**src/sv/tea_variant_block_decrypt_assert.svh**
```systemverilog
// Assertion macros for the block decryptor.
// Needs a clock named clk_i and an active-low reset named rst_ni in scope.
`ifndef TEA_VARIANT_BLOCK_DECRYPT_ASSERT_SVH
`define TEA_VARIANT_BLOCK_DECRYPT_ASSERT_SVH

// clocked assertion, disabled during reset
`define TVD_ASSERT(label, prop, msg) \
  label: assert property (@(posedge clk_i) disable iff (!rst_ni) (prop)) else $error(msg);

// implication form: when cond holds, prop must hold in the same cycle
`define TVD_ASSERT_IMP(label, cond, prop, msg) \
  label: assert property (@(posedge clk_i) disable iff (!rst_ni) (cond) |-> (prop)) \
    else $error(msg);

// next-cycle form: when cond holds, prop must hold in the next cycle
`define TVD_ASSERT_NXT(label, cond, prop, msg) \
  label: assert property (@(posedge clk_i) disable iff (!rst_ni) (cond) |=> (prop)) \
    else $error(msg);

`endif

```
**src/sv/teavd_pkg.sv**
```systemverilog
// Shared constants, register indexes and round-sum function for the decryptor.
// No dependencies.
`default_nettype none

package teavd_pkg;

  localparam int unsigned ROUNDS = 32;
  localparam int unsigned HALF_STEPS = 2 * ROUNDS;
  localparam int unsigned WORD_W = 32;
  localparam int unsigned IDX_W = 2;

  localparam logic [WORD_W-1:0] DELTA = 32'h9E3779B9;

  localparam logic [IDX_W-1:0] KEY0_IDX = 2'd0;
  localparam logic [IDX_W-1:0] KEY1_IDX = 2'd1;
  localparam logic [IDX_W-1:0] KEY2_IDX = 2'd2;
  localparam logic [IDX_W-1:0] KEY3_IDX = 2'd3;

  localparam logic [WORD_W-1:0] KEY0_RST = 32'h4C7ADF03;
  // key word 1 is held negated: its reset value is -0x5F30E75F
  localparam logic [WORD_W-1:0] KEY1_NEG_RST = 32'hA0CF18A1;
  localparam logic [WORD_W-1:0] KEY2_RST = 32'h1D149820;
  localparam logic [WORD_W-1:0] KEY3_RST = 32'h03985ADF;

  // running sum used in round r: DELTA * (ROUNDS - r), mod 2^32
  function automatic logic [WORD_W-1:0] round_sum(input int unsigned r);
    logic [WORD_W-1:0] left;
    left = WORD_W'(ROUNDS - r);
    return WORD_W'(DELTA * left);
  endfunction

endpackage

`default_nettype wire

```
**src/sv/teavd_cell.sv**
```systemverilog
// One half-round cell: updates the destination word from the source word.
// Uses teavd_pkg for widths.
`default_nettype none

module teavd_cell (
  input  wire logic                           clk_i,
  input  wire logic                           rst_ni,
  input  wire logic                           en_i,
  input  wire logic                           valid_i,
  input  wire logic [teavd_pkg::WORD_W-1:0]   sum_i,
  input  wire logic [teavd_pkg::WORD_W-1:0]   key_l_i,
  input  wire logic [teavd_pkg::WORD_W-1:0]   key_r_i,
  input  wire logic [teavd_pkg::WORD_W-1:0]   x_i,
  input  wire logic [teavd_pkg::WORD_W-1:0]   y_i,
  output logic                                valid_o,
  output logic      [teavd_pkg::WORD_W-1:0]   x_o,
  output logic      [teavd_pkg::WORD_W-1:0]   y_o
);

  logic                          valid_q;
  logic [teavd_pkg::WORD_W-1:0]  x_q, x_d;
  logic [teavd_pkg::WORD_W-1:0]  y_q, y_d;
  logic [teavd_pkg::WORD_W-1:0]  mix;

  always_comb begin
    mix = ((x_i << 4) - key_l_i) ^ (x_i + sum_i) ^ ((x_i >> 5) - key_r_i);
    x_d = x_i;
    y_d = y_i - mix;
  end

  always_ff @(posedge clk_i or negedge rst_ni) begin
    if (!rst_ni) begin
      valid_q <= 1'b0;
    end else if (en_i) begin
      valid_q <= valid_i;
    end
  end

  always_ff @(posedge clk_i) begin
    if (en_i) begin
      x_q <= x_d;
      y_q <= y_d;
    end
  end

  assign valid_o = valid_q;
  assign x_o     = x_q;
  assign y_o     = y_q;

endmodule

`default_nettype wire

```
**config.mk**
```make
export PLATFORM = sky130hd
export DESIGN_NAME = teavd_cell
export DESIGN_NICKNAME = d
export VERILOG_FILES = /design/src/sv/tea_variant_block_decrypt_assert.svh /design/src/sv/teavd_pkg.sv /design/src/sv/teavd_cell.sv
export SDC_FILE = /design/constraint.sdc
export NUM_CORES = 1
export LEC_CHECK = 0
export BUFFER_PORTS_ARGS = -buffer_cell sky130_fd_sc_hd__buf_2
export CAP_MARGIN = 20
export CORE_UTILIZATION = 33
export DETAILED_ROUTE_END_ITERATION = 10
export PLACE_DENSITY = 0.62
export SYNTH_ARGS = -nofsm -noshare
export SYNTH_HDL_FRONTEND = slang
export SYNTH_SLANG_ARGS = --single-unit
```
**constraint.sdc**
```tcl
create_clock -name clk_i -period 1.2 [get_ports clk_i]
set_input_delay 0.12 -clock clk_i [delete_from_list [all_inputs] [get_ports clk_i]]
set_output_delay 0.12 -clock clk_i [all_outputs]
set_load 0.005 [all_outputs]
```
After elaboration in Yosys (flattened, before gate mapping)
Cells that the tools add are included.
{ "totals": {"in_bits": 164, "elab_cells": 9, "ff_bits": 65, "output_inout_bits": 65} }
{ "op_classes": {"n_addsub": 4, "bitwise_logic": 2} }
{ "ops": {"columns": ["cell", "count"], "rows": [
  ["32-bit subtractor", 2],
  ["32-bit bitwise XOR", 2],
  ["32-bit adder", 1],
  ["27-bit by 32-bit subtractor with 32-bit output", 1]
]} }

Depth between registers and ports, before layout
Gate-level depths: netlist (run 1).
{ "depth": {"ltp_word": 4, "depth_mapped": 23, "mapped_depth_nobuf": 23} }

Worst setup path before layout (run 1)
No wires, ideal clock.
{ "synth_timing": {"path_kind": "input to register", "from": "input port key_l_i[5] (netlist bit)", "to": "register y_q, in the netlist y_o[30] (data pin)", "n_path_buf": 0, "required_ns": 0.945, "path_slack_ns": -3.135, "t_arrival_ns": 4.080, "setup_time_ns": 0.255, "path_stages": 17, "cell_sequence": "inv_1 -> ha_1 -> and4bb_1 -> a221oi_2 -> o21ai_1 -> a31o_2 -> a311o_1 -> a21o_1 -> a21oi_1 -> xnor2_1 -> xnor2_1 -> ha_1 -> and3_1 -> a311oi_1 -> a21oi_1 -> or4b_1 -> and3_1"} }
{ "synth_via": {"elab_chain_cells": 4} }
{ "synth_rtl": {"columns": ["item", "line_no", "rtl"], "rows": [
  ["from (decl)", "teavd_cell.sv:11", "input wire logic [teavd_pkg::WORD_W-1:0] key_l_i,"],
  ["32-bit subtractor", "teavd_cell.sv:26", "mix = ((x_i << 4) - key_l_i) ^ (x_i + sum_i) ^ ((x_i >> 5) - key_r_i);"],
  ["32-bit bitwise XOR (2 in series)", "teavd_cell.sv:26", null],
  ["32-bit subtractor", "teavd_cell.sv:28", "y_d = y_i - mix;"],
  ["named net y_d (one bit)", "teavd_cell.sv:22", "logic [teavd_pkg::WORD_W-1:0] y_q, y_d;"],
  ["to (signal assigned)", "teavd_cell.sv:42", "y_q <= y_d;"],
  ["to (decl)", "teavd_cell.sv:22", null]
]} }
The timed path passes the listed nets, and every way through them passes these cells.
A chain may end at the register's enable or synchronous reset.

Worst setup path after layout (run 1)
{ "layout_timing": {"from": "input port x_i[5] (netlist bit)", "to": "register y_q, in the netlist y_o[30] (data pin)"} }
{ "layout_via": {"elab_chain_cells": 4, "word_cells_on_any_way": 6, "classes_between": "add/sub (4); bitwise (2)"} }
{ "layout_rtl": {"columns": ["item", "line_no", "rtl"], "rows": [
  ["from (decl)", "teavd_cell.sv:13", "input wire logic [teavd_pkg::WORD_W-1:0] x_i,"],
  ["32-bit adder / 32-bit subtractor (equally long branches)", "teavd_cell.sv:26", null],
  ["32-bit bitwise XOR", "teavd_cell.sv:26", null],
  ["32-bit bitwise XOR (*)", "teavd_cell.sv:26", null],
  ["32-bit subtractor (*)", "teavd_cell.sv:28", null],
  ["named net y_d (one bit)", "teavd_cell.sv:22", null]
]} }
Mark *: on every way through the listed nets, which the timed path passes. The rest lies on a longest branch.

==> results of run 1 <==
-- cells in the final DEF (no fill, tap or decap), drive strengths merged, types with 9 or more instances in the layout --
cell type	Yosys	layout
a31oi	9	9
nor2	63	63
edfxtp	64	64
a211oi	13	13
o211ai	9	9
nand4	11	11
xor2	30	30
buf	0	611
nand3	18	18
clkbuf	11	11
nand2	47	47
ha	117	117
o21bai	12	12
a21o	60	60
xnor2	144	144
a21oi	97	97
inv	82	81
nor3	11	11
o21ai	54	54
nand2b	17	17
-- cell usage after synthesis, types with 5 or more instances --
cell type and number:
a211oi_1 13, a21o_1 60, a21oi_1 96, a31o_2 5, a31oi_1 8, and3_1 8
clkbuf_1 11, edfxtp_1 64, ha_1 117, inv_1 82, nand2_1 47, nand2b_1 17
nand3_1 18, nand4_1 11, nor2_1 63, nor2b_1 7, nor3_1 11, o211ai_1 9
o21a_1 8, o21ai_0 43, o21ai_1 11, o21bai_1 12, o31ai_1 8, xnor2_1 144
xor2_1 30
-- final timing paths --
check / to / slack (ns) / startpoint
min in group asynchronous: valid_o$_DFFE_PN0P_ / 0.10 / rst_ni
max in group asynchronous: valid_o$_DFFE_PN0P_ / 1.02 / rst_ni
hold reg to reg: valid_o$_DFFE_PN0P_ / 0.52 / valid_o$_DFFE_PN0P_
setup / recovery: y_o[30]$_DFFE_PP_ / -2.87 / x_i[5]
hold / removal: x_o[3]$_DFFE_PP_ / 0.01 / x_i[3]
setup reg to reg: valid_o$_DFFE_PN0P_ / 0.45 / valid_o$_DFFE_PN0P_
-- routing by layer --
layer | vias up | global-route usage
met5 | - | 0
met4 | 0 | 0.0776
met3 | 49 | 0.0319
met2 | 269 | 0.400
met1 | 4474 | 0.344
li1 | 4793 | -
-- cells by family (layout without fill, tap and decap cells) --
kind of cell,after synthesis,after routing
mux,2,2
buf+inv,93,711
flops,65,65
fa+ha+maj,120,120
other cells,0,4
xor+xnor,177,177
compound gates,315,315
simple gates,199,199
-- area by class of cell --
cell class | count | area share
tap | 330 | 0.0296
clock inverter | 4 | 0.00493
sequential | 65 | 0.140
antenna | 4 | 0.000718
clock buffer | 11 | 0.0167
timing repair buffer | 614 | 0.300
inverter | 82 | 0.0237
multi-input combinational | 813 | 0.485
-- report_power, final --
group | leakage (nW) | internal, mW | switching [mW]
clock | 0.147 | 1.80 | 1.02
sequential | 0.638 | 3.63 | 0.142
combinational | 6.07 | 9.35 | 7.89
-- timing repair --
item / CTS / global route
setup buffers: 23 / 11
setup endpoints to repair: 31 / 31
pin swaps: 47 / 45
hold endpoints to repair: 3 / 0
hold buffers: 3 / 0
gates resized for setup: 75 / 33
-- state kept, by name, indices dropped and copies added (netlist names) --
register / flops
x_o: 32
valid_o: 1
y_o: 32
-- per-stage QoR --
| step | cells | power (mW) | utilization |
|---|---|---|---|
| 3_5_place_dp | 1872 | 18.7 | 0.511 |
| 6_report | 1923 | 23.8 | 0.554 |
| 3_3_place_gp | 1872 | 18.4 | 0.511 |
| 4_1_cts | 1911 | 22.9 | 0.545 |
| 5_1_grt | 1922 | 25.5 | 0.554 |
| 2_1_floorplan | 971 | 12.3 | - |
-- critical path, delay by kind of cell --
family,cells,cell delay (ns)
adder cells (fa/ha/maj),3,0.77
buffers and inverters,4,0.29
AO/OA/AOI/OAI,10,1.69
AND/OR/NAND/NOR,3,0.76
XOR/XNOR,3,0.53
==> results_dict.tcl, run 1 <==
set metrics [dict create \
    finalWirelength_um 32500 \
    cp_data_required_time_ns 1.30 \
    synth.top_cell.area_share 0.227 \
    r2r_cells 1 \
    critical_path_class "in2reg" \
    synth_top_family_by_area "compound AO/OA/AOI/OAI gates" \
    synth_fa_ha_area_frac 0.180 \
    synth.largest_area_cell "edfxtp_1" \
    met3WireLength_um 1680 \
    synth_cell_type_count 61 \
    grt_pass1_vias 9619 \
    cts_buffers 9 \
    finalWorstSetupSlack_ns -2.87 \
    core.rowCount 58 \
    pre_cts_ws_ns -3.29 \
    synth_nets 1255 \
    wl_met1_um 15400 \
    fp.dieW_um 162 \
    relSlewSlack 0.651 \
    nFillCells 2249 \
    grt_pass1_wl_um 50300 \
    synth_area_leaders "edfxtp_1, ha_1, xnor2_1" \
    firstDrtPassIters 5 \
    overflow 0 \
    cts_buffer_depth 2 \
    postSynthCellCount 971 \
    multiInputGateArea_mm2 0.00677 \
    leakagePower_nw 6.85 \
    crit_path_end_kind "register" \
    synth-simple-area-share 0.113 \
    drt_iter0_markers 541 \
    cts-root-buf "clkbuf_16" \
    grt_start_max_net_pins 30 \
    dpl.hpwl_um 27500 \
    critical_path_arrival_ns 4.17 \
    hold_viol_final 0 \
    placed_area_mm2 0.0129 \
    worstHoldPathCells 1 \
    ys_seq_area_frac 0.230 \
    status "finished, violations left" \
    postRouteAntennaNets 0 \
    synth_enable_flop_cells 64 \
    syn_to_final_growth_pct 65.1 \
    finalSetupViolCount 31 \
    worst_setup_path_start_kind "input pin" \
    crit_top_cell "a21oi_2" \
    wl_per_cell_um 16.9 \
    syn_area_mm2 0.00845 \
    grt_use_total 0.249 \
    setup_tns_ns -67.13 \
    ys_ff_latch 65 \
    drv_slew 0 \
    violations "negative setup slack" \
    worstSkewPairLatency_ns 0.34 \
    synth_async_sr_flop_share 0.0154 \
    rsz0062_at_grt "true" \
    fmax_mhz 246 \
    worst_slew_pin_slew_ns 0.517 \
    cp_slowest_stage_delay_ns 0.45 \
    clkSinkCount 65 \
    area.sequential_mm2 0.00195 \
    synth_compound_area_frac 0.244 \
    drive_above_1_share 0.464 \
    gp_congestion 0.979 \
    synth.avg_cell_area_um2 8.70 \
    die_area_mm2 0.0262 \
    synth_flop_cell "edfxtp_1" \
    ir_drop_mv 0.903 \
    drc_errors 0 \
    post-route-cell-area_mm2 0.0139 \
    highest_layer "met4" \
    muxShareOfSynthArea 0.00252 \
    p_per_area_mw_per_mm2 1710 \
    io_pins 229 \
    skew_ns 0 \
    grt_antenna_before_repair 3 \
    wl_met2_um 14600 \
    core-area_mm2 0.0252 \
    path_cells "buf_8, clkinv_8, ha_4, inv_2, fa_2, a21o_1, a31o_4, a21boi_4, a31oi_4, a21o_1, a21oi_2, xnor2_1, xnor2_1, xor2_1, ha_1, a21oi_2, o21a_1, buf_6, o31ai_4, nand4_1, a21oi_2, or4b_1, and3_1" \
    synth-xor-area-share 0.188 \
    vias_per_cell 4.98 \
    die_h_um 162 \
    holdWs_ns 0.0121 \
    fin_nets 1869 \
    htree_levels 3 \
    post-route-period-util 3.39 \
    cp_slowest_cell "or4b_1" \
    synth-warning-count 0 \
    cts_tree "built" \
    clk_pin_slew_ns 0.06 \
    num_vias 9585 \
    start_util 0.335 \
    worstPathMaxFanout 4 \
    portBuffers 228 \
    period_needed_ns 4.07 \
    hold_path.class "in2reg" \
    maxCapViolCount 0 \
]
Power figures use the tool's default switching activity.
==> run 2, diff against run 1 <==
- ABC_CLOCK_PERIOD_IN_PS: not set -> 1200
- SETUP_SLACK_MARGIN: not set -> 0.3
==> run 2 against run 1 <==
  * Combinational power grew 2%
  * Critical endpoint unchanged
  * The run still ends with negative setup slack left
  * Highest routed layer unchanged
  * Clock skew is the same
  * Cell area grew 1.5%
==> results_dict.tcl, run 2 (synthesis results as in run 1) <==
set metrics [dict create \
    grt_use_total 0.247 \
    die_area_mm2 0.0262 \
    num_vias 9790 \
    worstPathMaxFanout 4 \
    status "finished, violations left" \
    path_buf_inv 4 \
    htree_levels 3 \
    finalWorstSetupSlack_ns -2.88 \
    grt_antenna_before_repair 5 \
    overflow 0 \
    hold_start "valid_i" \
    utilization 0.562 \
    worst_slew_pin_slew_ns 0.508 \
    die_h_um 162 \
    ir_drop_mv 0.889 \
    start_util 0.335 \
    violations "negative setup slack" \
    fin_nets 1871 \
    layout_commonest_cell "buf_4" \
    firstDrtPassIters 5 \
    relSlewSlack 0.657 \
    grt_pass1_vias 9605 \
    cts-root-buf "clkbuf_16" \
    fmax_mhz 245 \
    gp_congestion 0.979 \
    clock_power_share 0.117 \
    post-route-period-util 3.40 \
    cp_slowest_cell "or4b_1" \
    seq_power_share 0.156 \
    finalSetupViolCount 31 \
    grt_start_max_net_pins 30 \
    crit_path_end_kind "register" \
    clkSinkCount 65 \
    grt_pass1_wl_um 49900 \
    critical_path_class "in2reg" \
    maxCapViolCount 0 \
    worst_setup_path_start_kind "input pin" \
    dpl.hpwl_um 27500 \
    drt_iter0_markers 443 \
    wl_per_cell_um 17.4 \
    period_needed_ns 4.08 \
    final_cell_mix "buf_4, buf_2, xnor2_1" \
    r2r_slack_ns 0.45 \
    cts_buffer_depth 2 \
    fp.dieW_um 162 \
    crit_start "x_i[5]" \
    hold_viol_final 0 \
    swShare 0.382 \
    switchingPower_mw 9.23 \
    rr_startpoint "valid_o$_DFFE_PN0P_" \
    cp_slowest_stage_delay_ns 0.45 \
    portBuffers 228 \
    placed_area_mm2 0.0129 \
    cts_buffers 9 \
    crit_family "compound AO/OA/AOI/OAI gates" \
    path_cells "buf_8, clkinv_8, ha_4, inv_2, fa_2, a21o_1, a31o_4, a21boi_4, a31oi_4, a21o_1, a21oi_2, xnor2_1, xnor2_1, xor2_1, ha_1, a21oi_2, o21a_1, buf_6, o31ai_4, nand4_1, a21oi_2, or4b_1, and3_1" \
    combPwrFrac 0.727 \
    cp_data_required_time_ns 1.30 \
    io_pins 229 \
    vias_per_cell 5.08 \
    critical_path_arrival_ns 4.18 \
    dp_cells 1872 \
    leakagePower_nw 6.94 \
    drive_above_1_share 0.471 \
    cts_tree "built" \
    crit_top_cell "a21oi_2" \
    finalWirelength_um 33400 \
    p_int_mw 15.0 \
    skew_ns 0 \
    drv_slew 0 \
    rsz0062_at_grt "true" \
    worstSkewPairLatency_ns 0.34 \
    syn_to_final_growth_pct 67.5 \
    setup_tns_ns -66.77 \
    post-route-cell-area_mm2 0.0141 \
    clk_pin_slew_ns 0.05 \
    holdWs_ns 0.0255 \
    drc_errors 0 \
    postRouteAntennaNets 0 \
    hold_path.class "in2reg" \
    core.rowCount 58 \
    p_per_area_mw_per_mm2 1710 \
    instances_no_fill 1926 \
    core-area_mm2 0.0252 \
]
## run 2: final timing paths
check	end	depth (start not counted)
worst max register to register	valid_o$_DFFE_PN0P_	1
worst min-delay path	valid_o$_DFFE_PN0P_	2
min in group asynchronous	valid_o$_DFFE_PN0P_	2
worst min register to register	valid_o$_DFFE_PN0P_	1
max in group asynchronous	valid_o$_DFFE_PN0P_	2
worst max-delay path	y_o[30]$_DFFE_PP_	23
## run 2: through the flow
stage,power (mW),worst slack [ns]
2_1_floorplan,12.3,-2.71
4_1_cts,22.7,-2.77
6_report,24.2,-2.88
3_5_place_dp,18.7,-3.29
3_3_place_gp,18.4,-3.24
5_1_grt,25.8,-3.03
## run 2: area by class of cell
cell class / count / area, um^2
Antenna cell: 5 / 12.5
Clock buffer: 11 / 233
Clock inverter: 4 / 68.8
Fill cell: 2209 / 11000
Inverter: 82 / 333
Multi-Input combinational cell: 813 / 6900
Sequential cell: 65 / 1950
Tap cell: 330 / 413
Timing Repair Buffer: 616 / 4240
## run 2: repair_timing
action                     in CTS  in global routing
hold buffers                    3                  1
setup endpoints to repair      97                 97
resized for setup              66                 70
pin swaps                      46                 41
hold endpoints to repair        3                  1
setup buffers                  17                 13
## run 2: power groups by stage
stage	logic [mW]	registers [mW]	clock network [mW]
finish	17.6	3.77	2.82
global route	19.0	3.84	2.93
CTS	16.1	3.79	2.83
detailed placement	14.8	3.83	0
global placement	14.6	3.85	0
floorplan	8.33	3.94	0
## run 2: layer usage
| layer | global-route usage | up-vias | share of wire |
|---|---|---|---|
| met3 | 0.0324 | 63 | 0.055 |
| met4 | 0.0828 | 0 | 0.032 |
| li1 | - | 4790 | - |
| met1 | 0.341 | 4632 | 0.46 |
| met2 | 0.394 | 305 | 0.45 |
| met5 | 0 | - | 0 |
